<file path="src/rtl/core/lph_ram.sv">
// Generic single-port-write, single-port-read RAM with registered read data.
module lph_ram #(
  parameter int WIDTH = 8,
  parameter int DEPTH = 64
) (
  input  logic                     clk,
  input  logic                     wr_en,
  input  logic [$clog2(DEPTH)-1:0] wr_addr,
  input  logic [WIDTH-1:0]         wr_data,
  input  logic [$clog2(DEPTH)-1:0] rd_addr,
  output logic [WIDTH-1:0]         rd_data
);

  logic [WIDTH-1:0] mem [DEPTH];

  always_ff @(posedge clk) begin
    if (wr_en) begin
      mem[wr_addr] <= wr_data;
    end
    rd_data <= mem[rd_addr];
  end

endmodule

</file>
<file path="config.mk">
export PLATFORM = sky130hd
export DESIGN_NAME = lph_ram
export DESIGN_NICKNAME = d
export VERILOG_FILES = /design/src/rtl/core/lph_ram.sv
export SDC_FILE = /design/constraint.sdc
export NUM_CORES = 1
export LEC_CHECK = 0
export BUFFER_PORTS_ARGS = -buffer_cell sky130_fd_sc_hd__buf_2
export CAP_MARGIN = 25
export CORE_MARGIN = 2
export CORE_UTILIZATION = 30
export DETAILED_ROUTE_END_ITERATION = 8
export PLACE_DENSITY_LB_ADDON = 0.25
export SLEW_MARGIN = 20
export SYNTH_ARGS = -nofsm -noshare
export SYNTH_HDL_FRONTEND = slang
export SYNTH_SLANG_ARGS = --single-unit
</file>
<file path="constraint.sdc">
create_clock -name clk -period 4.7 [get_ports clk]
set_input_delay 0.47 -clock clk [delete_from_list [all_inputs] [get_ports clk]]
set_output_delay 0.47 -clock clk [all_outputs]
set_load 0.1 [all_outputs]
</file>
==> results of run 1 <==
## layer usage
metal / share of wire (%) / up-vias
met3: 6.6 / 67
li1: - / 4043
met2: 47 / 250
met5: 0.13 / -
met4: 1.6 / 10
met1: 45 / 5063
## per-stage QoR
stage | power, mW | area (sq um)
floorplan | 5.58 | 20200
global placement | 5.79 | 21200
detailed placement | 5.80 | 21300
CTS | 9.76 | 22900
global route | 9.96 | 22900
finish | 9.66 | 22900
## worst reg2reg max path: stages (launching register included)
cell,delay (ns)
sky130_fd_sc_hd__edfxtp_1,0.36
sky130_fd_sc_hd__mux4_2,0.47
sky130_fd_sc_hd__mux2_2,0.27
sky130_fd_sc_hd__o221a_2,0.28
sky130_fd_sc_hd__nor3_1,0.53
sky130_fd_sc_hd__o32ai_1,0.20
## state kept, by name, summed over array words and instances (netlist names)
register,flops
mem,512
rd_data,8
## cells by family after synthesis
| logic type | after synthesis |
|---|---|
| DFF | 520 |
| muxes | 162 |
| and+or+nand+nor | 153 |
| AOI/OAI and AO/OA | 54 |
| buffers and inverters | 51 |
## final timing paths
path / to / from / slack [ns]
worst max register to register: rd_data[4]$_DFF_P_ / mem[20][4]$_DFFE_PP_ / 2.42
worst max-delay path: rd_data[3]$_DFF_P_ / rd_addr[0] / 1.88
worst min-delay path: mem[6][7]$_DFFE_PP_ / wr_data[7] / 0.36
worst min register to register: rd_data[2]$_DFF_P_ / mem[23][2]$_DFFE_PP_ / 0.87
## cell usage in the layout, fill, tap and decap left out, types with 7 or more instances in the layout
master / netlist / layout
sky130_fd_sc_hd__edfxtp_1: 512 / 512
sky130_fd_sc_hd__mux4_2: 126 / 126
sky130_fd_sc_hd__nor2_1: 83 / 83
sky130_fd_sc_hd__clkbuf_16: 0 / 51
sky130_fd_sc_hd__buf_2: 11 / 26
sky130_fd_sc_hd__mux2i_1: 23 / 23
sky130_fd_sc_hd__buf_4: 13 / 22
sky130_fd_sc_hd__nand2_1: 19 / 19
sky130_fd_sc_hd__clkinv_1: 0 / 18
sky130_fd_sc_hd__nor2b_1: 14 / 14
sky130_fd_sc_hd__mux2_2: 13 / 13
sky130_fd_sc_hd__nand3_1: 13 / 13
sky130_fd_sc_hd__clkbuf_1: 17 / 11
sky130_fd_sc_hd__o221ai_1: 8 / 8
sky130_fd_sc_hd__o22ai_1: 8 / 8
sky130_fd_sc_hd__dfxtp_1: 8 / 8
sky130_fd_sc_hd__nand2b_1: 7 / 7
sky130_fd_sc_hd__nor3_1: 7 / 7
sky130_fd_sc_hd__clkinv_2: 0 / 7
## area by class of cell
type / count / area share, %
Timing Repair Buffer: 53 / 1.69
Tap cell: 873 / 4.77
Clock inverter: 31 / 1.14
Sequential cell: 520 / 67.8
Clock buffer: 62 / 5.75
Multi-Input combinational cell: 369 / 18.8
## power by group through the flow
stage               Combinational (mW)  Sequential (mW)  Clock [mW]
floorplan                        0.274             5.30           0
global placement                 0.541             5.25           0
detailed placement               0.548             5.25           0
CTS                              0.550             5.15        4.05
global route                     0.577             5.15        4.23
finish                           0.540             5.15        3.97
==> out/qor.txt, run 1 <==
===============================================================================
Status                                                             finished, final reports clean
Post-route DRC violation count                                                0
CP bufs+invs                                                                  2
Startpoint Class                                                      input pin
Max Fclk                                                                354 MHz
Area share of and/or/nand/nor cells after synthesis                       3.39%
Layer with the highest usage after global routing                          met2
Routed Antenna Nets                                                           0
Non-Filler Instances                                                       1908
Compound-cell area share of the yosys netlist                             2.07%
Number of setup buffers added after CTS                                       0
Number of buffers created by CTS                                             51
Worst min-delay path category                                         in -> reg
Post-synthesis area per instance                                     21.5 sq um
Ant diodes                                                                    0
Clk slew on worst S/H paths                                             0.06 ns
Arrival time at the worst endpoint                                      3.21 ns
Placement-stage worst setup slack                                       1.37 ns
Cells along the critical path                                      clkbuf_8 -> buf_4 -> mux4_2 -> o22ai_1 -> o41ai_1
Largest stage delay on the critical path                                0.96 ns
Cell area after synthesis                                           20200 sq um
Max Root-Sink Buffers                                                         3
Max-cap violation count                                                       0
Endpoints failing hold                                                        0
Share of power burned in combinational logic                               5.6%
Synth Area in Adders                                                         0%
Via count                                                                  9433
Final Max Tran Viols                                                          0
Dominant delay contributor by cell family on the critical path     buffers and inverters
Critical-path top delay cell                                       sky130_fd_sc_hd__o41ai_1
Crit path capture type                                                 register
Area occupied by registers                                          15500 sq um
Standard-cell row count                                                      95
Required time of the worst setup path                                   5.09 ns
Summed negative setup slack over all endpoints                             0 ns
Post-synthesis cell type with the largest combined area            sky130_fd_sc_hd__edfxtp_1
Gate Count Post-Synth                                                       940
Root buffer cell                                                   sky130_fd_sc_hd__clkbuf_16
Global-route wire length before repair                                  70.0 mm
Hpwl dp                                                                 28.4 mm
Yosys cell types                                                             40
Most repeated cell in the gate-level netlist after synthesis       sky130_fd_sc_hd__edfxtp_1
Drt wl/cell                                                             25.1 um
Post-Synthesis Net Count                                                    962
Post-Place Cells                                                           1812
List of most frequent post-synthesis cells                         512 x sky130_fd_sc_hd__edfxtp_1, 126 x sky130_fd_sc_hd__mux4_2, 83 x sky130_fd_sc_hd__nor2_1
Sequential-to-total area share from yosys stat                            77.0%
Initial core utilization                                                  30.2%
Actual transition at the worst max-transition pin                       1.05 ns
R2R cell count                                                                5
Total die area                                                      69300 sq um
Share of synthesized area spent on multiplexers                           15.9%
WP depth                                                                      5
Combinational family with the most area after synthesis            multiplexers
Final Core Density                                                        34.3%
Predominant post-synthesis flop cell                               sky130_fd_sc_hd__edfxtp_1
Vias per inst                                                              4.94
Met3 layer usage reported by global route                                 3.50%
Synth-to-layout area growth                                               13.6%
Part of the total power dissipated in sequential elements                 53.4%
Vias in the first global route                                             9704
Count of fill cells added during filler insertion                          6264
Grt ovf                                                                       0
Net Sw Frac                                                               21.7%
I/O pins                                                                     30
Port-buffer cells                                                            29
Top cells by area in the synthesized netlist                       sky130_fd_sc_hd__edfxtp_1 76%, sky130_fd_sc_hd__mux4_2 14%, sky130_fd_sc_hd__nor2_1 1.5%
Internal power contribution                                             7.56 mW
Psw                                                                     2.09 mW
Routed wire length                                                      47.8 mm
TritonCTS clock tree                                                      built
Fraction of met2 tracks used by global routing                            21.6%
Total area of multi-input combinational cells                        4320 sq um
Peak supply drop                                                       0.296 mV
Total power per unit cell area                                      422 nW/um^2
Post-synth EDFFs                                                            512
Type of the setup path with the least slack                           in -> reg
Area of the core region                                             66800 sq um
Max transition margin                                                     29.1%
Number of DRC markers after the initial detailed-route iteration            788
Largest fanout on the critical path                                          56
Antenna violations before repair                                              6
Unrepaired setup endpoints after global routing                           false
Post-route fraction of the period consumed by the critical path           60.1%
Worst hold path depth                                                         1
Number of warning messages in the yosys log                                   0
Maximum level of the CTS H-tree                                               2
Die extent in x                                                          263 um
Final worst slack                                                       1.88 ns
Met1 layer usage reported by global route                                 19.5%
Die Span Y                                                               263 um
Worst clock skew on the final layout                                 0.00970 ns
Number of detailed-route iterations in the first pass                         5
Clock latency reported for the late side of the worst-skew pair         0.59 ns
Post-synthesis register bit count                                           520
Proportion of layout cells with a drive suffix above 1                    24.9%
Aggregate global-route resource usage                                     13.9%
Time the worst path needs with I/O delays and setup                     2.82 ns
Final-layout worst hold slack                                          0.359 ns
Synth top area share                                                      76.2%
Net total in the final layout                                              1017
Async set-or-reset flop fraction in the synthesized netlist                  0%
# clock sinks                                                               520
Number of endpoints failing setup at the final stage                          0
Number of buffers added to fix hold violations after cts                      0
Clock group share of total power                                          41.1%
XOR/XNOR Fraction of Synth Area                                              0%
Routability-driven placement congestion ratio                             0.771
Resized cells post-CTS                                                        0
Pleak                                                                   6.98 nW
Largest net degree at the start of global routing                            65
===============================================================================
Power figures use the tool's default switching activity.
==> run 2: changes to the inputs <==
==> constraint.sdc (replaced) <==
create_clock -name clk -period 2.7 [get_ports clk]
set_input_delay 0.27 -clock clk [delete_from_list [all_inputs] [get_ports clk]]
set_output_delay 0.27 -clock clk [all_outputs]
set_load 0.1 [all_outputs]
==> out/qor.txt, run 2 (synthesis gave the netlist of run 1 again) <==
===============================================================================
Psw                                                                     3.77 mW   +80%
Die Span Y                                                               263 um   unchanged
CP bufs+invs                                                                  1   -1
Part of the total power dissipated in sequential elements                 51.9%   -1.5 points
Area of the core region                                             66800 sq um   unchanged
Resized cells post-CTS                                                        0   unchanged
Root buffer cell                                                   sky130_fd_sc_hd__clkbuf_16
Vias in the first global route                                            10300   +5.7%
Synth-to-layout area growth                                               18.5%
Max-cap violation count                                                       0   unchanged
Initial core utilization                                                  30.2%   unchanged
Post-route fraction of the period consumed by the critical path           76.1%
Grt ovf                                                                       0   unchanged
Registers with the highest flip-flop counts                        mem (512), rd_data (8)
Type of the setup path with the least slack                          reg -> reg
Largest fanout on the critical path                                           1   -98%
Standard-cell row count                                                      95   unchanged
Clock latency reported for the late side of the worst-skew pair         0.62 ns   +0.03 ns
Final Max Tran Viols                                                          0   unchanged
Vias per inst                                                              4.91   -0.60%
Max transition margin                                                     46.7%   +18 points
Non-Filler Instances                                                       2008   +5.2%
Most common cell after layout, fill and taps aside                 sky130_fd_sc_hd__edfxtp_1
Proportion of layout cells with a drive suffix above 1                    31.9%   +7.0 points
Share of power burned in combinational logic                               5.9%   +0.3 points
Routed wire length                                                      49.3 mm   +3.1%
Number of setup buffers added after CTS                                       0   unchanged
Number of endpoints failing setup at the final stage                          0   unchanged
Port-buffer cells                                                            29   unchanged
Post-route DRC violation count                                                0   unchanged
Net total in the final layout                                              1114   +9.5%
Total die area                                                      69300 sq um   unchanged
Unrepaired setup endpoints after global routing                           false
Time the worst path needs with I/O delays and setup                     2.05 ns
Worst min-delay path category                                         in -> reg
Actual transition at the worst max-transition pin                      0.800 ns   -0.250 ns
Maximum level of the CTS H-tree                                               2   unchanged
Status                                                             finished, final reports clean
Endpoints failing hold                                                        0   unchanged
Total power per unit cell area                                      724 nW/um^2   +72%
I/O pins                                                                     30   unchanged
# clock sinks                                                               520   unchanged
Aggregate global-route resource usage                                     14.3%   +0.45 points
Pleak                                                                   7.58 nW   +8.6%
Peak supply drop                                                       0.507 mV   +71%
Worst clock skew on the final layout                                  0.0232 ns   +0.0134 ns
Max Fclk                                                                487 MHz
Number of flip-flops under the largest register name                        512   unchanged
Routed Antenna Nets                                                           0   unchanged
Hpwl dp                                                                 32.1 mm   +13%
Cells along the critical path                                      mux4_2 -> mux2_2 -> o221a_2 -> nor3_1 -> buf_4 -> o32ai_1
Global-route wire length before repair                                  72.1 mm   +3.1%
Most flop-heavy register                                                    mem
Die extent in x                                                          263 um   unchanged
Routability-driven placement congestion ratio                             0.797   +3.3%
Summed negative setup slack over all endpoints                             0 ns   unchanged
Number of buffers added to fix hold violations after cts                      2   +2
Dominant delay contributor by cell family on the critical path     multiplexers
Number of DRC markers after the initial detailed-route iteration            897   +14%
Max Root-Sink Buffers                                                         3   unchanged
Critical-path top delay cell                                       sky130_fd_sc_hd__mux4_2
Clk slew on worst S/H paths                                             0.06 ns   about the same
Via count                                                                  9868   +4.6%
Net Sw Frac                                                               21.8%   +0.10 points
Number of buffers created by CTS                                             53   +3.9%
Number of detailed-route iterations in the first pass                         5   unchanged
Clock group share of total power                                          42.2%   +1.1 points
Commonest cells after routing, fill and taps aside                 512 x sky130_fd_sc_hd__edfxtp_1, 126 x sky130_fd_sc_hd__mux4_2, 107 x sky130_fd_sc_hd__buf_4
TritonCTS clock tree                                                      built
Post-Place Cells                                                           1908   +5.3%
Drt wl/cell                                                             24.5 um   -2.0%
Largest stage delay on the critical path                                0.48 ns   -0.48 ns
Internal power contribution                                             13.5 mW   +79%
Crit path capture type                                                 register
Arrival time at the worst endpoint                                      2.53 ns   -0.68 ns
Largest net degree at the start of global routing                            65   unchanged
Required time of the worst setup path                                   3.18 ns   -1.91 ns
Startpoint Class                                                       register
Antenna violations before repair                                              5   -1
===============================================================================
## run 2: final cells by class
type	instances	area [sq um]
Multi-Input combinational cell	369	4320
Antenna cell	1	2.50
Timing Repair Buffer	148	1210
Clock buffer	65	1380
Fill cell	6256	42900
Tap cell	873	1090
Clock inverter	32	354
Sequential cell	520	15500
## run 2: path summary, 6_finish.rpt
kind,startpoint,endpoint,slack (ns),depth (start not counted)
max,mem[28][4]$_DFFE_PP_,rd_data[4]$_DFF_P_,0.65,6
min,wr_data[0],mem[20][0]$_DFFE_PP_,0.11,1
max reg2reg,mem[28][4]$_DFFE_PP_,rd_data[4]$_DFF_P_,0.65,6
min reg2reg,mem[22][0]$_DFFE_PP_,rd_data[0]$_DFF_P_,0.86,4
## run 2: through the flow
| stage | hold WS (ns) | utilization [%] | area (sq um) | total power [mW] | worst slack [ns] |
|---|---|---|---|---|---|
| floorplan | 0.369 | - | 20200 | 9.71 | 0.762 |
| global placement | 0.577 | 33.1 | 22100 | 10.2 | 0.281 |
| detailed placement | 0.580 | 33.1 | 22100 | 10.2 | 0.237 |
| CTS | 0.0723 | 35.8 | 23900 | 17.5 | 0.682 |
| global route | 0.101 | 35.8 | 23900 | 17.8 | 0.620 |
| finish | 0.106 | 35.8 | 23900 | 17.3 | 0.646 |
## run 2: metal layers
metal  vias up  global-route usage (%)  part of all wire [%]
met3        69                    3.04                   6.8
met2       272                    22.2                    46
li1       4233                       -                     -
met5         -                       0                 0.055
met4         4                    3.47                   1.8
met1      5290                    20.7                    45
## run 2: power groups by stage
stage / registers (mW) / clock network (mW) / logic [mW]
floorplan: 9.23 / 0 / 0.476
global placement: 9.14 / 0 / 1.02
detailed placement: 9.14 / 0 / 1.03
CTS: 8.97 / 7.46 / 1.04
global route: 8.97 / 7.76 / 1.09
finish: 8.97 / 7.30 / 1.02
==> run 3: changes to the inputs <==
==> constraint.sdc (replaced) <==
create_clock -name clk -period 1.7 [get_ports clk]
set_input_delay 0.17 -clock clk [delete_from_list [all_inputs] [get_ports clk]]
set_output_delay 0.17 -clock clk [all_outputs]
set_load 0.1 [all_outputs]
==> out/qor.txt, run 3 (synthesis gave the netlist of run 1 again) <==
===============================================================================
Most common cell after layout, fill and taps aside                 sky130_fd_sc_hd__edfxtp_1
Synth-to-layout area growth                                               22.1%
Standard-cell row count                                                      95   unchanged
Launch point of the critical path                                  mem[21][4]$_DFFE_PP_
Post-route fraction of the period consumed by the critical path            112%   +36 points
Summed negative setup slack over all endpoints                        -0.660 ns   -0.660 ns
Final-layout worst hold slack                                         0.0205 ns   -0.0853 ns
# clock sinks                                                               520   unchanged
Port-buffer cells                                                            29   unchanged
Endpoints failing hold                                                        0   unchanged
I/O pins                                                                     30   unchanged
Max-cap violation count                                                       0   unchanged
Worst Min Path Start                                                 rd_addr[5]
Commonest cells after routing, fill and taps aside                 512 x sky130_fd_sc_hd__edfxtp_1, 183 x sky130_fd_sc_hd__buf_4, 126 x sky130_fd_sc_hd__mux4_2
Routed wire length                                                      50.4 mm   +2.3%
Arrival time at the worst endpoint                                      2.36 ns   -0.17 ns
Pleak                                                                   8.00 nW   +5.5%
Grt ovf                                                                       0   unchanged
Total die area                                                      69300 sq um   unchanged
Vias in the first global route                                            10700   +4.5%
Maximum level of the CTS H-tree                                               2   unchanged
Max Fclk                                                                527 MHz   +8.2%
Area of the core region                                             66800 sq um   unchanged
Max Root-Sink Buffers                                                         3   unchanged
Area post-placement                                                 22800 sq um   +3.2%
Status                                                             finished with violations
Proportion of layout cells with a drive suffix above 1                    36.8%   +4.9 points
Routed Antenna Nets                                                           0   unchanged
Number of endpoints failing setup at the final stage                          8   +8
Crit path capture type                                                 register
Global-route wire length before repair                                  73.9 mm   +2.5%
Time the worst path needs with I/O delays and setup                     1.90 ns   -0.156 ns
Worst clock skew on the final layout                                  0.0217 ns   -0.00149 ns
Routability-driven placement congestion ratio                             0.789   -0.98%
Die Span Y                                                               263 um   unchanged
Post-route DRC violation count                                                0   unchanged
Via count                                                                 10100   +2.1%
Failing checks                                                     setup timing
Vias per inst                                                              4.83   -1.8%
Final worst slack                                                     -0.198 ns   -0.844 ns
Max transition margin                                                     46.9%   +0.25 points
Number of detailed-route iterations in the first pass                         5   unchanged
Number of buffers created by CTS                                             54   +1.9%
Type of the setup path with the least slack                          reg -> reg
Registers with the highest flip-flop counts                        mem (512), rd_data (8)
Hpwl dp                                                                 33.3 mm   +3.6%
Most flop-heavy register                                                    mem
Actual transition at the worst max-transition pin                      0.796 ns   -0.00375 ns
Initial core utilization                                                  30.2%   unchanged
Root buffer cell                                                   sky130_fd_sc_hd__clkbuf_16
Final Max Tran Viols                                                          0   unchanged
PnR Total Power                                                         27.2 mW   +57%
Non-Filler Instances                                                       2087   +3.9%
Final Core Density                                                        36.9%   +1.1 points
Drt wl/cell                                                             24.2 um   -1.6%
Required time of the worst setup path                                   2.16 ns   -1.02 ns
Die extent in x                                                          263 um   unchanged
TritonCTS clock tree                                                      built
Aggregate global-route resource usage                                     14.7%   +0.37 points
Unrepaired setup endpoints after global routing                            true
Clk slew on worst S/H paths                                             0.06 ns   about the same
Startpoint Class                                                       register
Launching point of the worst reg2reg path                          mem[21][4]$_DFFE_PP_
Number of flip-flops under the largest register name                        512   unchanged
Net total in the final layout                                              1192   +7.0%
Ant diodes                                                                    0   -1
Post-Place Cells                                                           1990   +4.3%
Clock latency reported for the late side of the worst-skew pair         0.60 ns   -0.02 ns
Count of fill cells added during filler insertion                          6191   -1.0%
Largest fanout on the critical path                                           1   unchanged
Antenna violations before repair                                              2   -3
Post-route design area                                              24600 sq um   +3.1%
Total power per unit cell area                                     1100 nW/um^2   +52%
Worst min-delay path category                                         in -> reg
Number of DRC markers after the initial detailed-route iteration            829   -7.6%
Peak supply drop                                                       0.841 mV   +66%
Largest net degree at the start of global routing                            65   unchanged
Placement-stage worst setup slack                                     -0.765 ns   -1.00 ns
===============================================================================
-- run 3: cell types whose count changed in the layout (fill, tap and decap cells not counted), sizes merged --
| cell | previous run | this run |
|---|---|---|
| clkinv | 24 | 20 |
| bufinv | 6 | 2 |
| clkbuf | 66 | 78 |
| clkinvlp | 1 | 0 |
| diode | 1 | 0 |
| dlygate4sd3 | 2 | 0 |
| buf | 145 | 224 |
-- run 3: power breakdown --
group	switching, mW	internal [mW]
sequential	0.0595	14.2
clock	4.78	6.32
combinational	1.08	0.724
-- run 3: path summary, 6_finish.rpt --
path | to | slack [ns] | cells after the start
worst min register to register | rd_data[0]$_DFF_P_ | 0.90 | 4
worst max register to register | rd_data[4]$_DFF_P_ | -0.20 | 5
worst min-delay path | rd_data[2]$_DFF_P_ | 0.02 | 3
worst max-delay path | rd_data[4]$_DFF_P_ | -0.20 | 5
-- run 3: area by class of cell --
type | count | area [sq um] | share of cell area [%]
clock inverter | 23 | 154 | 0.625
timing repair buffer | 225 | 1880 | 7.65
multi-input combinational | 369 | 4470 | 18.2
sequential | 520 | 15500 | 63.1
clock buffer | 77 | 1480 | 6.01
tap | 873 | 1090 | 4.44
-- run 3: layer usage --
| layer | global-route usage [%] | up-vias | wire (um) |
|---|---|---|---|
| met5 | 0 | - | 0 |
| met4 | 4.05 | 0 | 1090 |
| met3 | 2.99 | 66 | 2690 |
| met2 | 23.3 | 233 | 23800 |
| met1 | 20.6 | 5369 | 22800 |
| li1 | - | 4407 | - |
-- run 3: critical path, stage by stage (launching register included) --
cell	delay, ns
sky130_fd_sc_hd__edfxtp_1	0.36
sky130_fd_sc_hd__mux4_2	0.48
sky130_fd_sc_hd__mux2_4	0.29
sky130_fd_sc_hd__o221a_4	0.27
sky130_fd_sc_hd__nor3_4	0.26
sky130_fd_sc_hd__o32ai_2	0.11
-- run 3: what timing repair did --
item,4_1_cts,5_1_grt
setup buffers,0,0
setup endpoints to repair,12,8
endpoints found under the hold margin,2,0
cloned,0,0
pin swaps,5,1
gates resized for setup,29,6
