===== config.mk =====
export PLATFORM = sky130hd
export DESIGN_NAME = lph_hash
export DESIGN_NICKNAME = d
export VERILOG_FILES = /design/src/rtl/core/lph_pkg.sv /design/src/rtl/core/lph_hash.sv
export SDC_FILE = /design/constraint.sdc
export NUM_CORES = 1
export LEC_CHECK = 0
export ABC_AREA = 1
export BUFFER_PORTS_ARGS = -buffer_cell sky130_fd_sc_hd__buf_2
export CORE_AREA = 5 5 57 59
export DETAILED_ROUTE_END_ITERATION = 8
export DIE_AREA = 0 0 62 64
export PLACE_DENSITY = 0.79
export REMOVE_ABC_BUFFERS = 1
export SYNTH_ARGS = -nofsm -noshare
export SYNTH_HDL_FRONTEND = slang
export SYNTH_SLANG_ARGS = --single-unit

===== constraint.sdc =====
create_clock -name clk -period 3.9 [get_ports clk]
set_input_delay 0.78 -clock clk [delete_from_list [all_inputs] [get_ports clk]]
set_output_delay 0.78 -clock clk [all_outputs]
set_load 0.02 [all_outputs]

===== src/rtl/core/lph_pkg.sv =====
// Shared types, constants and the FNV-1a step for the linear probe hash table.
package lph_pkg;

  localparam int CAPACITY_DEF = 64;

  localparam int CMD_W   = 2;
  localparam int KEY_W   = 16;
  localparam int VAL_W   = 64;
  localparam int SLOT_W  = 6;
  localparam int LIMIT_W = 7;
  localparam int HASH_W  = 64;

  localparam logic [LIMIT_W-1:0] LIMIT_RESET = 7'd32;

  localparam logic [CMD_W-1:0] CMD_SET    = 2'd0;
  localparam logic [CMD_W-1:0] CMD_GET    = 2'd1;
  localparam logic [CMD_W-1:0] CMD_REMOVE = 2'd2;
  localparam logic [CMD_W-1:0] CMD_CLEAR  = 2'd3;

  localparam logic [1:0] MARK_FREE = 2'd0;
  localparam logic [1:0] MARK_OCC  = 2'd1;
  localparam logic [1:0] MARK_DEL  = 2'd2;

  localparam logic [HASH_W-1:0] FNV_OFFSET = 64'hCBF2_9CE4_8422_2325;
  // 64-bit FNV prime is 2^40 + 0x1b3: a shift plus a narrow multiply
  localparam int             FNV_SHIFT    = 40;
  localparam logic [8:0]     FNV_PRIME_LO = 9'h1B3;

  typedef struct packed {
    logic [1:0]       mark;
    logic [KEY_W-1:0] key;
    logic [VAL_W-1:0] value;
  } entry_t;

  localparam int ENTRY_W = $bits(entry_t);

  function automatic logic [HASH_W-1:0] fnv_step(input logic [HASH_W-1:0] h,
                                                  input logic [7:0] b);
    logic [HASH_W-1:0] x;
    x = h ^ {{(HASH_W-8){1'b0}}, b};
    return (x << FNV_SHIFT) + HASH_W'(x * FNV_PRIME_LO);
  endfunction

endpackage


===== src/rtl/core/lph_hash.sv =====
// Home slot: two FNV-1a byte steps, then a mask (power-of-two capacity) or folded remainder.
module lph_hash import lph_pkg::*; #(
  parameter int CAPACITY = CAPACITY_DEF
) (
  input  logic                        clk,
  input  logic                        rst,
  input  logic                        start,
  input  logic [KEY_W-1:0]            key,
  output logic                        done,
  output logic [$clog2(CAPACITY)-1:0] home
);

  localparam int IW      = $clog2(CAPACITY);
  localparam int RW      = IW + 1;
  localparam int CHUNK_W = 16;
  localparam int PW      = CHUNK_W + IW;
  localparam int SW      = PW + 2;
  localparam int QW      = SW + 32;
  localparam bit IS_POW2 = (CAPACITY & (CAPACITY - 1)) == 0;

  function automatic int pow2_mod(input int e);
    int p;
    p = 1;
    for (int i = 0; i < e; i++) begin
      p = (p * 2) % CAPACITY;
    end
    return p;
  endfunction

  // place value of each upper 16-bit chunk of the hash, mod CAPACITY
  localparam logic [IW-1:0] FOLD1 = IW'(pow2_mod(16));
  localparam logic [IW-1:0] FOLD2 = IW'(pow2_mod(32));
  localparam logic [IW-1:0] FOLD3 = IW'(pow2_mod(48));
  // floor(2^32 / CAPACITY): with the folded sum below 2^32 the quotient is at most one short
  localparam logic [31:0]   RECIP = 32'((64'd1 << 32) / 64'(CAPACITY));

  typedef enum logic [5:0] {
    H_IDLE = 6'b000001,
    H_FNV  = 6'b000010,
    H_FOLD = 6'b000100,
    H_QUO  = 6'b001000,
    H_REM  = 6'b010000,
    H_FIX  = 6'b100000
  } hstate_t;

  hstate_t             hstate;
  logic [HASH_W-1:0]   h;
  logic [KEY_W-1:0]    kbuf;
  logic                bsel;
  logic [1:0]          mcnt;
  logic [SW-1:0]       sacc;
  logic [SW-1:0]       quo;
  logic [RW-1:0]       rem;

  logic [HASH_W-1:0]   h_fnv;
  logic [IW-1:0]       fold_k;
  logic [PW-1:0]       fold_prod;
  logic [QW-1:0]       quo_prod;
  logic [RW-1:0]       rem_fix;

  always_comb begin
    h_fnv = fnv_step(h, bsel ? kbuf[15:8] : kbuf[7:0]);
    case (mcnt)
      2'd0:    fold_k = IW'(1);
      2'd1:    fold_k = FOLD1;
      2'd2:    fold_k = FOLD2;
      default: fold_k = FOLD3;
    endcase
    fold_prod = PW'(h[CHUNK_W-1:0]) * PW'(fold_k);
    quo_prod  = QW'(sacc) * QW'(RECIP);
    rem_fix   = (rem >= RW'(CAPACITY)) ? rem - RW'(CAPACITY) : rem;
  end

  always_ff @(posedge clk) begin
    if (rst) begin
      hstate <= H_IDLE;
      done   <= 1'b0;
    end else begin
      done <= 1'b0;
      case (hstate)
        H_IDLE: begin
          if (start) begin
            h      <= FNV_OFFSET;
            kbuf   <= key;
            bsel   <= 1'b0;
            hstate <= H_FNV;
          end
        end
        H_FNV: begin
          h    <= h_fnv;
          bsel <= 1'b1;
          if (bsel) begin
            if (IS_POW2) begin
              home   <= h_fnv[IW-1:0];
              done   <= 1'b1;
              hstate <= H_IDLE;
            end else begin
              sacc   <= '0;
              mcnt   <= '0;
              hstate <= H_FOLD;
            end
          end
        end
        H_FOLD: begin
          // one 16-bit chunk per cycle, low chunk first
          sacc <= sacc + SW'(fold_prod);
          h    <= h >> CHUNK_W;
          mcnt <= mcnt + 1'b1;
          if (mcnt == 2'd3) begin
            hstate <= H_QUO;
          end
        end
        H_QUO: begin
          quo    <= quo_prod[QW-1:32];
          hstate <= H_REM;
        end
        H_REM: begin
          // true remainder here is below 2 * CAPACITY, so the low bits suffice
          rem    <= sacc[RW-1:0] - RW'(quo[RW-1:0] * RW'(CAPACITY));
          hstate <= H_FIX;
        end
        H_FIX: begin
          home   <= rem_fix[IW-1:0];
          done   <= 1'b1;
          hstate <= H_IDLE;
        end
        default: hstate <= H_IDLE;
      endcase
    end
  end

endmodule


==> results of run 1 <==
## kinds of logic after synthesis
family	after synthesis	share of synthesized area (%)
xor+xnor	5	3.238
compound gates	2	0.7393
flops	28	59.94
simple gates	61	19.15
fa+ha+maj	11	10.18
buf+inv	21	6.753
## worst paths after layout
check,endpoint,slack (ns),cells past startpoint
hold reg to reg,hstate[1]$_SDFFE_PP0P_,0.66,5
setup / recovery,h[5]$_SDFFCE_PN1P_,0.49,19
setup reg to reg,h[5]$_SDFFCE_PN1P_,0.49,19
hold / removal,kbuf[12]$_DFFE_PP_,0.62,1
## flip-flops by register name, indices dropped and copies added (netlist names)
register and flops:
bsel 1, kbuf 12, h 6, hstate 2, home 6, done 1
## cell usage in the layout, fill, tap and decap left out
cell	count
sky130_fd_sc_hd__o21ai_1	1
sky130_fd_sc_hd__inv_2	2
sky130_fd_sc_hd__nor3_1	2
sky130_fd_sc_hd__nand3_1	4
sky130_fd_sc_hd__clkbuf_4	3
sky130_fd_sc_hd__xor2_1	4
sky130_fd_sc_hd__inv_1	17
sky130_fd_sc_hd__clkinv_1	1
sky130_fd_sc_hd__nand2_2	4
sky130_fd_sc_hd__or2_1	1
sky130_fd_sc_hd__a21oi_1	1
sky130_fd_sc_hd__xnor2_1	1
sky130_fd_sc_hd__dfxtp_1	3
sky130_fd_sc_hd__buf_2	21
sky130_fd_sc_hd__nand2_4	1
sky130_fd_sc_hd__ha_1	11
sky130_fd_sc_hd__nor2_1	10
sky130_fd_sc_hd__edfxtp_1	25
sky130_fd_sc_hd__inv_6	1
sky130_fd_sc_hd__nand2_1	38
sky130_fd_sc_hd__or2_2	1
## per-layer routing
metal	routed length, um	vias up
li1	-	460
met1	839	388
met2	971	21
met3	144	4
met4	26	0
met5	0	-
## power breakdown
group	total [uW]	switching, uW	internal, uW
logic	112	67.9	44.3
registers	348	4.39	343
clock network	117	79.3	37.5
total	577	152	425
## worst max-delay path: cells and delay by family, from the launching register on
kind / cells / cell delay [ns]
adder cells (fa/ha/maj): 5 / 1.39
AND/OR/NAND/NOR: 10 / 0.73
flip-flops: 1 / 0.57
XOR/XNOR: 1 / 0.26
buffers and inverters: 3 / 0.25
## layout make-up
class                           count  share of cell area [%]
Inverter                           20                   5.298
Tap cell                           31                   2.566
Multi-Input combinational cell     79                   29.80
Clock buffer                        3                   1.490
Clock inverter                      1                  0.2483
Sequential cell                    28                   53.64
Timing Repair Buffer               21                   6.954
## per-stage QoR
stage / instances / worst slack (ns) / hold WS (ns) / utilization [%] / power [uW]
after floorplan: 127 / 0.8689 / 0.5776 / - / 437.1
after global placement: 179 / 0.6466 / 0.6312 / 55.78 / 460.5
after detailed placement: 179 / 0.5084 / 0.6479 / 55.78 / 468.4
after CTS: 183 / 0.4749 / 0.6194 / 56.77 / 581.4
after global routing: 183 / 0.2316 / 0.6032 / 56.77 / 613.3
final: 183 / 0.4907 / 0.6216 / 56.77 / 576.6
==> summary.md, run 1 <==
| Metric | Value |
|---|---|
| Run status | finished clean |
| H-tree level count | 1 |
| Netlist area before placement | 1353 um2 |
| Placed standard-cell area | 1485 um2 |
| Final non-filler cell area | 1511 um2 |
| Number of distinct library cell variants in the gate-level netlist after synthesis | 19 |
| Worst-skew pair later-pin latency | 0.32 ns |
| Final global-route overflow total | 0 |
| Ratio of total power to cell area | 381.5 nW/um2 |
| Avg Inst Size Synth | 10.57 um2 |
| Worst EP required | 3.99 ns |
| Total iterations of the first detailed-routing run | 4 |
| Most frequent cell after synthesis | sky130_fd_sc_hd__nand2_1 |
| Routability Congestion | 0.7365 |
| Effective utilization at floorplan | 50.80% |
| Clock sink count | 28 |
| Filler cell count in the final layout | 238 |
| Final Critical Period | 3.409 ns |
| Max-slew violation count | 0 |
| List of most frequent post-synthesis cells | sky130_fd_sc_hd__nand2_1 (38), sky130_fd_sc_hd__edfxtp_1 (25), sky130_fd_sc_hd__inv_1 (17) |
| Leading area contributor after synthesis | sky130_fd_sc_hd__edfxtp_1 |
| Buffers from clock root to sink, at most | 2 |
| Biggest area contributors in the synthesized netlist | sky130_fd_sc_hd__edfxtp_1 (56%), sky130_fd_sc_hd__nand2_1 (11%), sky130_fd_sc_hd__ha_1 (10%) |
| Global-route track usage on met2 | 19.04% |
| Endpoint type of the worst setup path | flop |
| Final Cycle Share | 87.42% |
| Number of global-route vias before repair | 839 |
| Warnings, synthesis | 0 |
| Combined area of the multi-input logic cells | 450.4 um2 |
| Worst setup startpoint | bsel$_DFFE_PP_ |
| Layer with the highest usage after global routing | met2 |
| Number of buffers created by CTS | 3 |
| Post-synthesis cell count | 128 |
| Initial antenna violation count | 0 |
| Max IR drop VDD | 0.2890 mV |
| Die height | 64 um |
| Number of inserted diodes | 0 |
| DRC errors left | 0 |
| Area growth, synth to finish | 11.75% |
| Total negative setup slack | 0 ns |
| Worst-path fanout max | 8 |
| Leakage power total | 0.0007115 uW |
| Clock slew seen by the registers of the worst setup and hold paths | 0.14 ns |
| Worst setup skew after layout | 0.004966 ns |
| Met3 routing resource usage after global routing | 2.616% |
| Detail-routed via count per cell | 4.770 |
| GRT Overall Usage | 10.92% |
| TritonCTS clock tree | yes |
| Slew at the pin closest to its max-slew limit | 0.9142 ns |
| Worst-path cell chain | inv_6, nand2_1, nand2_1, xor2_1, ha_1, ha_1, ha_1, ha_1, ha_1, nor2_1, inv_1, nand2_1, nand2_1, nand2_1, nand2_1, nand2_1, inv_1, nand2_1, nand3_1 |
| Placed wire-length estimate after detailed placement | 1.660 mm |
| Post-CTS Hold Buffers | 0 |
| Final Net Count | 183 |
| CP Class | reg -> reg |
| I/O pin count | 26 |
| Unrepaired setup endpoints after global routing | false |
| Dominant register cell in the synthesized netlist | sky130_fd_sc_hd__edfxtp_1 |
| Longest individual stage delay on the worst path | 0.57 ns |
| Cell at the root of the clock tree | sky130_fd_sc_hd__clkbuf_4 |
| Count of nets left with antenna violations after detail routing | 0 |
| Final-report setup violation count | 0 |
| GRT met1 Usage | 13.31% |
| Mean routed wirelength per cell | 10.83 um |
| Area enclosed by the die boundary | 3968 um2 |
| Launch instance of the worst min-delay path | key[12] |
| Final Routed Wirelength | 1.982 mm |
| Number of violations of the max-capacitance limit | 0 |
| Maximum number of pins on one net before global-route repair | 16 |
| Rel. slew slack | 38.59% |
| Core region area | 2663 um2 |
| Hold Vio Cnt, Final | 0 |
| Sequential share of the synthesized area | 59.94% |
| Number of design-rule violations left by the first detailed-router iteration | 30 |
| Wire length of the first global-routing pass | 3.339 mm |
| Post-synth EDFFs | 25 |
| Number of rows created at floorplan | 19 |
| Count of port buffers added during placement | 21 |
| Die extent in x | 62 um |
| Fraction of synthesis flops using an asynchronous set or reset pin | 0% |
| Start of the worst register-to-register path | bsel$_DFFE_PP_ |
| Share of final-layout standard cells stronger than drive strength 1 | 21.71% |
| Standard cell with the maximum stage delay on the critical path | sky130_fd_sc_hd__edfxtp_1 |
| Class of the worst hold path | in -> reg |
| Sequential cell area | 810.8 um2 |
| Most common cell on crit path | sky130_fd_sc_hd__nand2_1 |
| Area share of the leading cell type in the synthesized netlist | 55.50% |
| CP Data Arrival Time | 3.50 ns |
| Buffers inserted during post-CTS setup optimization | 0 |
| Via count | 873 |
| Seq cells post-synth | 28 |
| Achievable frequency | 293.3 MHz |
| CTS resizes | 0 |
| Setup crit start kind | flop |
(Power assumes the default switching activity.)
==> inputs of run 2 (changes only) <==
CORE_AREA = 2 2 54 56   (was 5 5 57 59)
DIE_AREA = 0 0 56 58   (was 0 0 62 64)
RECOVER_POWER = 100   (was default)
==> summary.md, run 2 (synthesis gave the netlist of run 1 again) <==
| Metric | Value |
|---|---|
| Core region area | 2663 um2 (unchanged) |
| Class of the worst hold path | in -> reg |
| Total iterations of the first detailed-routing run | 4 (unchanged) |
| Cell family contributing the most delay on the critical path | adder cells |
| H-tree level count | 1 (unchanged) |
| Share of final-layout standard cells stronger than drive strength 1 | 17.11% (-4.6 points) |
| Post-Place Setup Slack | 0.5498 ns (+0.04140 ns) |
| Leading cell types in the layout, fill and taps excluded | sky130_fd_sc_hd__nand2_1 (38), sky130_fd_sc_hd__edfxtp_1 (25), sky130_fd_sc_hd__inv_1 (18) |
| Worst hold path endpoint | kbuf[11]$_DFFE_PP_ |
| Clock sink count | 28 (unchanged) |
| Post-CTS Hold Buffers | 0 (unchanged) |
| Effective utilization at floorplan | 50.80% (unchanged) |
| Maximum number of pins on one net before global-route repair | 17 (+1) |
| Critical path depth in cells | 19 (unchanged) |
| Routability Congestion | 0.7072 (-4.0%) |
| Number of flip-flops under the largest register name | 12 (unchanged) |
| Cell count of the worst reg-to-reg path | 19 (unchanged) |
| Wire length of the first global-routing pass | 3.498 mm (+4.8%) |
| Min-Delay Path Depth | 1 (unchanged) |
| Worst-case setup margin in the final layout | 0.5481 ns (+0.05737 ns) |
| I/O pin count | 26 (unchanged) |
| Endpoint type of the worst setup path | flop |
| Number of rows created at floorplan | 19 (unchanged) |
| Longest individual stage delay on the worst path | 0.57 ns (about the same) |
| Count of nets left with antenna violations after detail routing | 0 (unchanged) |
| Filler cell count in the final layout | 241 (+1.3%) |
| Most common cell on crit path | sky130_fd_sc_hd__nand2_1 |
| Number of buffers created by CTS | 3 (unchanged) |
| Final Routed Wirelength | 1.896 mm (-4.3%) |
| Mean routed wirelength per cell | 10.36 um (-4.3%) |
| Most common cell after layout, fill and taps aside | sky130_fd_sc_hd__nand2_1 |
| Detail-routed via count per cell | 4.667 (-2.2%) |
| Final global-route overflow total | 0 (unchanged) |
| Count of port buffers added during placement | 21 (unchanged) |
| Number of design-rule violations left by the first detailed-router iteration | 22 (-27%) |
| Achievable frequency | 298.3 MHz (+1.7%) |
| Standard cell with the maximum stage delay on the critical path | sky130_fd_sc_hd__edfxtp_1 |
| Most flop-heavy register | kbuf |
| Area enclosed by the die boundary | 3248 um2 (-18%) |
| Final Cycle Share | 85.95% (-1.5 points) |
| Total negative setup slack | 0 ns (unchanged) |
| Slew at the pin closest to its max-slew limit | 0.9016 ns (-0.01259 ns) |
| Setup slack of the most critical reg-to-reg path | 0.55 ns (+0.06 ns) |
| Worst-path cell chain | inv_6, nand2_1, nand2_1, xor2_1, ha_1, ha_1, ha_1, ha_1, ha_1, nand2_1, inv_1, nor2_1, nand2_1, nand2_1, nand2_1, nand2_1, inv_1, nand2_1, nand2_1 |
| Buffers inserted during post-CTS setup optimization | 0 (unchanged) |
| Final-report setup violation count | 0 (unchanged) |
| Buf+Inv Stages, Crit Path | 3 (unchanged) |
| Reg-to-reg critical path endpoint | home[5]$_DFFE_PP_ |
| GRT Overall Usage | 14.20% (+3.3 points) |
| Max-slew violation count | 0 (unchanged) |
| Finished Core Util | 57.42% (+0.66 points) |
| CTS resizes | 0 (unchanged) |
| Number of violations of the max-capacitance limit | 0 (unchanged) |
| CP Data Arrival Time | 3.46 ns (-0.04 ns) |
| Clock slew seen by the registers of the worst setup and hold paths | 0.14 ns (about the same) |
| Ratio of total power to cell area | 423.4 nW/um2 (+11%) |
| Worst setup skew after layout | 0.01030 ns (+0.005331 ns) |
| Leakage power total | 0.0007052 uW (-0.89%) |
| Start of the worst register-to-register path | bsel$_DFFE_PP_ |
| Final Critical Period | 3.352 ns (-0.05737 ns) |
| Rel. slew slack | 39.43% (+0.85 points) |
| Area growth, synth to finish | 13.04% |
| Number of global-route vias before repair | 837 (-0.24%) |
| Via count | 854 (-2.2%) |
| Die height | 58 um (-9.4%) |
| Run status | finished clean |
| Buffers from clock root to sink, at most | 2 (unchanged) |
| Cell at the root of the clock tree | sky130_fd_sc_hd__clkbuf_4 |
| Die extent in x | 56 um (-9.7%) |
| Launch instance of the worst min-delay path | key[11] |
| Max IR drop VDD | 0.3256 mV (+13%) |
| TritonCTS clock tree | yes |
| Setup crit start kind | flop |
| Final Net Count | 183 (unchanged) |
| DRC errors left | 0 (unchanged) |
| Unrepaired setup endpoints after global routing | false |
| Largest registers | kbuf (12), h (6), home (6) |
| CP Class | reg -> reg |
| Hold Vio Cnt, Final | 0 (unchanged) |
| Worst-skew pair later-pin latency | 0.34 ns (+0.02 ns) |
| Initial antenna violation count | 0 (unchanged) |
| Worst EP required | 4.01 ns (+0.02 ns) |
| Number of inserted diodes | 0 (unchanged) |
| Worst-path fanout max | 8 (unchanged) |
| Placed wire-length estimate after detailed placement | 1.561 mm (-6.0%) |
run 2: per-stage QoR:
| stage | cells | instance area [um2] | power, uW | hold slack, ns |
|---|---|---|---|---|
| global placement | 179 | 1485 | 460.6 | 0.6311 |
| finish | 183 | 1529 | 647.4 | 0.6045 |
| global route | 183 | 1529 | 685.0 | 0.5935 |
| detailed placement | 179 | 1485 | 469.9 | 0.6399 |
| floorplan | 127 | 1341 | 437.1 | 0.5776 |
| CTS | 183 | 1538 | 657.4 | 0.5918 |
run 2: worst reg2reg max path, stage by stage, from the launching register on:
cell and delay, ns:
sky130_fd_sc_hd__edfxtp_1 0.57, sky130_fd_sc_hd__inv_6 0.15, sky130_fd_sc_hd__nand2_1 0.06, sky130_fd_sc_hd__nand2_1 0.07, sky130_fd_sc_hd__xor2_1 0.24, sky130_fd_sc_hd__ha_1 0.28
sky130_fd_sc_hd__ha_1 0.31, sky130_fd_sc_hd__ha_1 0.28, sky130_fd_sc_hd__ha_1 0.29, sky130_fd_sc_hd__ha_1 0.21, sky130_fd_sc_hd__nand2_1 0.09, sky130_fd_sc_hd__inv_1 0.04
sky130_fd_sc_hd__nor2_1 0.09, sky130_fd_sc_hd__nand2_1 0.07, sky130_fd_sc_hd__nand2_1 0.06, sky130_fd_sc_hd__nand2_1 0.04, sky130_fd_sc_hd__nand2_1 0.07, sky130_fd_sc_hd__inv_1 0.04
sky130_fd_sc_hd__nand2_1 0.08, sky130_fd_sc_hd__nand2_1 0.07
run 2: area by class of cell:
class | instances | area (um2) | share of cell area (%)
Clock buffer | 3 | 22.52 | 1.473
Clock inverter | 1 | 30.03 | 1.964
Inverter | 20 | 80.08 | 5.237
Multi-Input combinational cell | 79 | 450.4 | 29.46
Sequential cell | 28 | 810.8 | 53.03
Tap cell | 31 | 38.79 | 2.537
Timing Repair Buffer | 21 | 96.34 | 6.301
run 2: per-layer routing:
layer	global-route usage, %	up-vias	part of all wire [%]
met5	0	-	0
met4	6.122	0	2.2
met3	2.902	3	6.0
met2	25.71	26	48
met1	16.37	368	43
li1	-	457	-
run 2: worst max-delay path by stage:
stage / slack (ns) / startpoint / end
CTS: 0.53 / bsel$_DFFE_PP_ / h[5]$_SDFFCE_PN1P_
floorplan: 0.87 / bsel$_DFFE_PP_ / h[5]$_SDFFCE_PN1P_
global placement: 0.65 / bsel$_DFFE_PP_ / h[5]$_SDFFCE_PN1P_
global route: 0.28 / bsel$_DFFE_PP_ / h[5]$_SDFFCE_PN1P_
finish: 0.55 / bsel$_DFFE_PP_ / home[5]$_DFFE_PP_
detailed placement: 0.55 / bsel$_DFFE_PP_ / h[5]$_SDFFCE_PN1P_
run 2: report_power, final:
part	switching, uW	total [uW]	internal [uW]
sequential	4.13	347	343
clock	82.6	187	104
combinational	69.2	113	44.1
total	156	647	491
==> inputs of run 3 (changes only) <==
RECOVER_POWER = default   (was 100)
==> summary.md, run 3 (synthesis gave the netlist of run 1 again) <==
| Metric | Value |
|---|---|
| Worst hold slack after final layout | 0.6043 ns (-0.0001570 ns) |
| Worst-skew pair later-pin latency | 0.34 ns (about the same) |
| Core region area | 2663 um2 (unchanged) |
| Maximum number of pins on one net before global-route repair | 17 (unchanged) |
| Die height | 58 um (unchanged) |
| Routability Congestion | 0.7072 (unchanged) |
| Worst-path fanout max | 8 (unchanged) |
| Total iterations of the first detailed-routing run | 4 (unchanged) |
| Final-report setup violation count | 0 (unchanged) |
| Max-slew violation count | 0 (unchanged) |
| Initial antenna violation count | 0 (unchanged) |
| Most common cell after layout, fill and taps aside | sky130_fd_sc_hd__nand2_1 |
| Class of the worst hold path | in -> reg |
| Clock slew seen by the registers of the worst setup and hold paths | 0.14 ns (about the same) |
| Setup crit start kind | flop |
| Final global-route overflow total | 0 (unchanged) |
| Number of design-rule violations left by the first detailed-router iteration | 22 (unchanged) |
| CTS resizes | 0 (unchanged) |
| Switching part of the total power | 24.17% (+0.073 points) |
| Final Critical Period | 3.355 ns (+0.002656 ns) |
| Filler cell count in the final layout | 236 (-2.1%) |
| Number of inserted diodes | 0 (unchanged) |
| Number of global-route vias before repair | 837 (unchanged) |
| Endpoint type of the worst setup path | flop |
| Total negative setup slack | 0 ns (unchanged) |
| Setup slack of the most critical reg-to-reg path | 0.55 ns (about the same) |
| Post-Place Setup Slack | 0.5498 ns (unchanged) |
| Clock sink count | 28 (unchanged) |
| Effective utilization at floorplan | 50.80% (unchanged) |
| Number of rows created at floorplan | 19 (unchanged) |
| Final Routed Wirelength | 1.884 mm (-0.63%) |
| Buffers inserted during post-CTS setup optimization | 0 (unchanged) |
| Cell at the root of the clock tree | sky130_fd_sc_hd__clkbuf_4 |
| Area growth, synth to finish | 13.69% |
| Leading cell types in the layout, fill and taps excluded | sky130_fd_sc_hd__nand2_1 (38), sky130_fd_sc_hd__edfxtp_1 (25), sky130_fd_sc_hd__buf_2 (21) |
| Fraction of power consumed by sequential logic | 53.6% (about the same) |
| Buffers from clock root to sink, at most | 2 (unchanged) |
| Final Net Count | 183 (unchanged) |
| Count of nets left with antenna violations after detail routing | 0 (unchanged) |
| Share of final-layout standard cells stronger than drive strength 1 | 22.37% (+5.3 points) |
| Count of port buffers added during placement | 21 (unchanged) |
| I/O pin count | 26 (unchanged) |
| Cell-internal power | 491.8 uW (about the same) |
| Rel. slew slack | 38.34% (-1.1 points) |
| Switching pwr | 156.7 uW (+0.47%) |
| Achievable frequency | 298.1 MHz (about the same) |
| Logic pwr share | 17.6% (about the same) |
| Wire length of the first global-routing pass | 3.498 mm (unchanged) |
| GRT Overall Usage | 14.20% (unchanged) |
| Via count | 852 (-0.23%) |
| Hold Vio Cnt, Final | 0 (unchanged) |
| Run status | finished clean |
| Detail-routed via count per cell | 4.656 (-0.23%) |
| Max IR drop VDD | 0.3257 mV (about the same) |
| Worst EP required | 4.01 ns (about the same) |
| Mean routed wirelength per cell | 10.30 um (-0.63%) |
| Number of buffers created by CTS | 3 (unchanged) |
| Die extent in x | 56 um (unchanged) |
| DRC errors left | 0 (unchanged) |
| Most flop-heavy register | kbuf |
| CP Class | reg -> reg |
| Final Cycle Share | 86.01% (about the same) |
| Clock share of power | 28.9% (about the same) |
| Slew at the pin closest to its max-slew limit | 0.9179 ns (+0.01631 ns) |
| CP Data Arrival Time | 3.47 ns (about the same) |
| Unrepaired setup endpoints after global routing | false |
| Post-CTS Hold Buffers | 0 (unchanged) |
| Placed wire-length estimate after detailed placement | 1.561 mm (unchanged) |
| Ratio of total power to cell area | 421.7 nW/um2 (-0.40%) |
| Area enclosed by the die boundary | 3248 um2 (unchanged) |
| H-tree level count | 1 (unchanged) |
| Worst setup skew after layout | 0.009499 ns (-0.0007982 ns) |
| TritonCTS clock tree | yes |
| Number of flip-flops under the largest register name | 12 (unchanged) |
| Leakage power total | 0.0007241 uW (+2.7%) |
| Largest registers | kbuf (12), h (6), home (6) |
| Number of violations of the max-capacitance limit | 0 (unchanged) |
| Worst-case setup margin in the final layout | 0.5455 ns (-0.002656 ns) |
==> run 3: changes by cell type in the layout (fill, tap and decap cells not counted) <==
cell	delta
sky130_fd_sc_hd__clkbuf_1	-7
sky130_fd_sc_hd__o21ai_0	-1
sky130_fd_sc_hd__o21ai_1	+1
sky130_fd_sc_hd__inv_1	-1
sky130_fd_sc_hd__inv_2	+1
sky130_fd_sc_hd__buf_2	+7
==> run 3: power by group through the flow <==
stage               sequential [uW]  clock, uW  combinational [uW]
floorplan                       354          0                83.0
global placement                354          0                 106
detailed placement              354          0                 116
CTS                             348        194                 116
global route                    348        201                 136
finish                          347        187                 114
==> run 3: metrics by stage <==
step | total power, uW | util [%] | instance area, um2 | cells
after floorplan | 437.1 | - | 1341 | 127
after global placement | 460.6 | 55.78 | 1485 | 179
after detailed placement | 469.9 | 55.78 | 1485 | 179
after CTS | 657.4 | 57.75 | 1538 | 183
after global routing | 685.4 | 57.75 | 1538 | 183
final | 648.5 | 57.75 | 1538 | 183
==> run 3: area by class of cell <==
| type | instances | area, um2 | area share (%) |
|---|---|---|---|
| clock buffers | 3 | 22.52 | 1.465 |
| clock inverters | 1 | 30.03 | 1.953 |
| inverters | 20 | 80.08 | 5.208 |
| multi-input cells | 79 | 450.4 | 29.29 |
| flip-flops and latches | 28 | 810.8 | 52.73 |
| well taps | 31 | 38.79 | 2.522 |
| repair buffers | 21 | 105.1 | 6.835 |
==> run 3: metal layers <==
metal | GRT usage, % | vias up | part of all wire (%) | routed length (um)
met1 | 16.37 | 369 | 44 | 828
met5 | 0 | - | 0 | 0
met4 | 6.122 | 0 | 2.2 | 41
met2 | 25.71 | 22 | 49 | 917
li1 | - | 458 | - | -
met3 | 2.902 | 3 | 5.1 | 97
==> run 3: final timing paths <==
| path | from | endpoint | cells past startpoint |
|---|---|---|---|
| worst max-delay path | bsel$_DFFE_PP_ | home[5]$_DFFE_PP_ | 19 |
| worst min-delay path | key[11] | kbuf[11]$_DFFE_PP_ | 1 |
| worst max register to register | bsel$_DFFE_PP_ | home[5]$_DFFE_PP_ | 19 |
| worst min register to register | hstate[1]$_SDFFE_PP0P_ | done$_SDFF_PN0_ | 2 |
==> run 3: critical path, stage by stage (launching register included) <==
cell                       delay [ns]
sky130_fd_sc_hd__edfxtp_1        0.57
sky130_fd_sc_hd__inv_6           0.15
sky130_fd_sc_hd__nand2_1         0.06
sky130_fd_sc_hd__nand2_1         0.07
sky130_fd_sc_hd__xor2_1          0.24
sky130_fd_sc_hd__ha_1            0.28
sky130_fd_sc_hd__ha_1            0.31
sky130_fd_sc_hd__ha_1            0.28
sky130_fd_sc_hd__ha_1            0.29
sky130_fd_sc_hd__ha_1            0.21
sky130_fd_sc_hd__nand2_1         0.09
sky130_fd_sc_hd__inv_1           0.04
sky130_fd_sc_hd__nor2_1          0.09
sky130_fd_sc_hd__nand2_1         0.07
sky130_fd_sc_hd__nand2_1         0.06
sky130_fd_sc_hd__nand2_1         0.04
sky130_fd_sc_hd__nand2_1         0.07
sky130_fd_sc_hd__inv_1           0.04
sky130_fd_sc_hd__nand2_1         0.08
sky130_fd_sc_hd__nand2_1         0.07
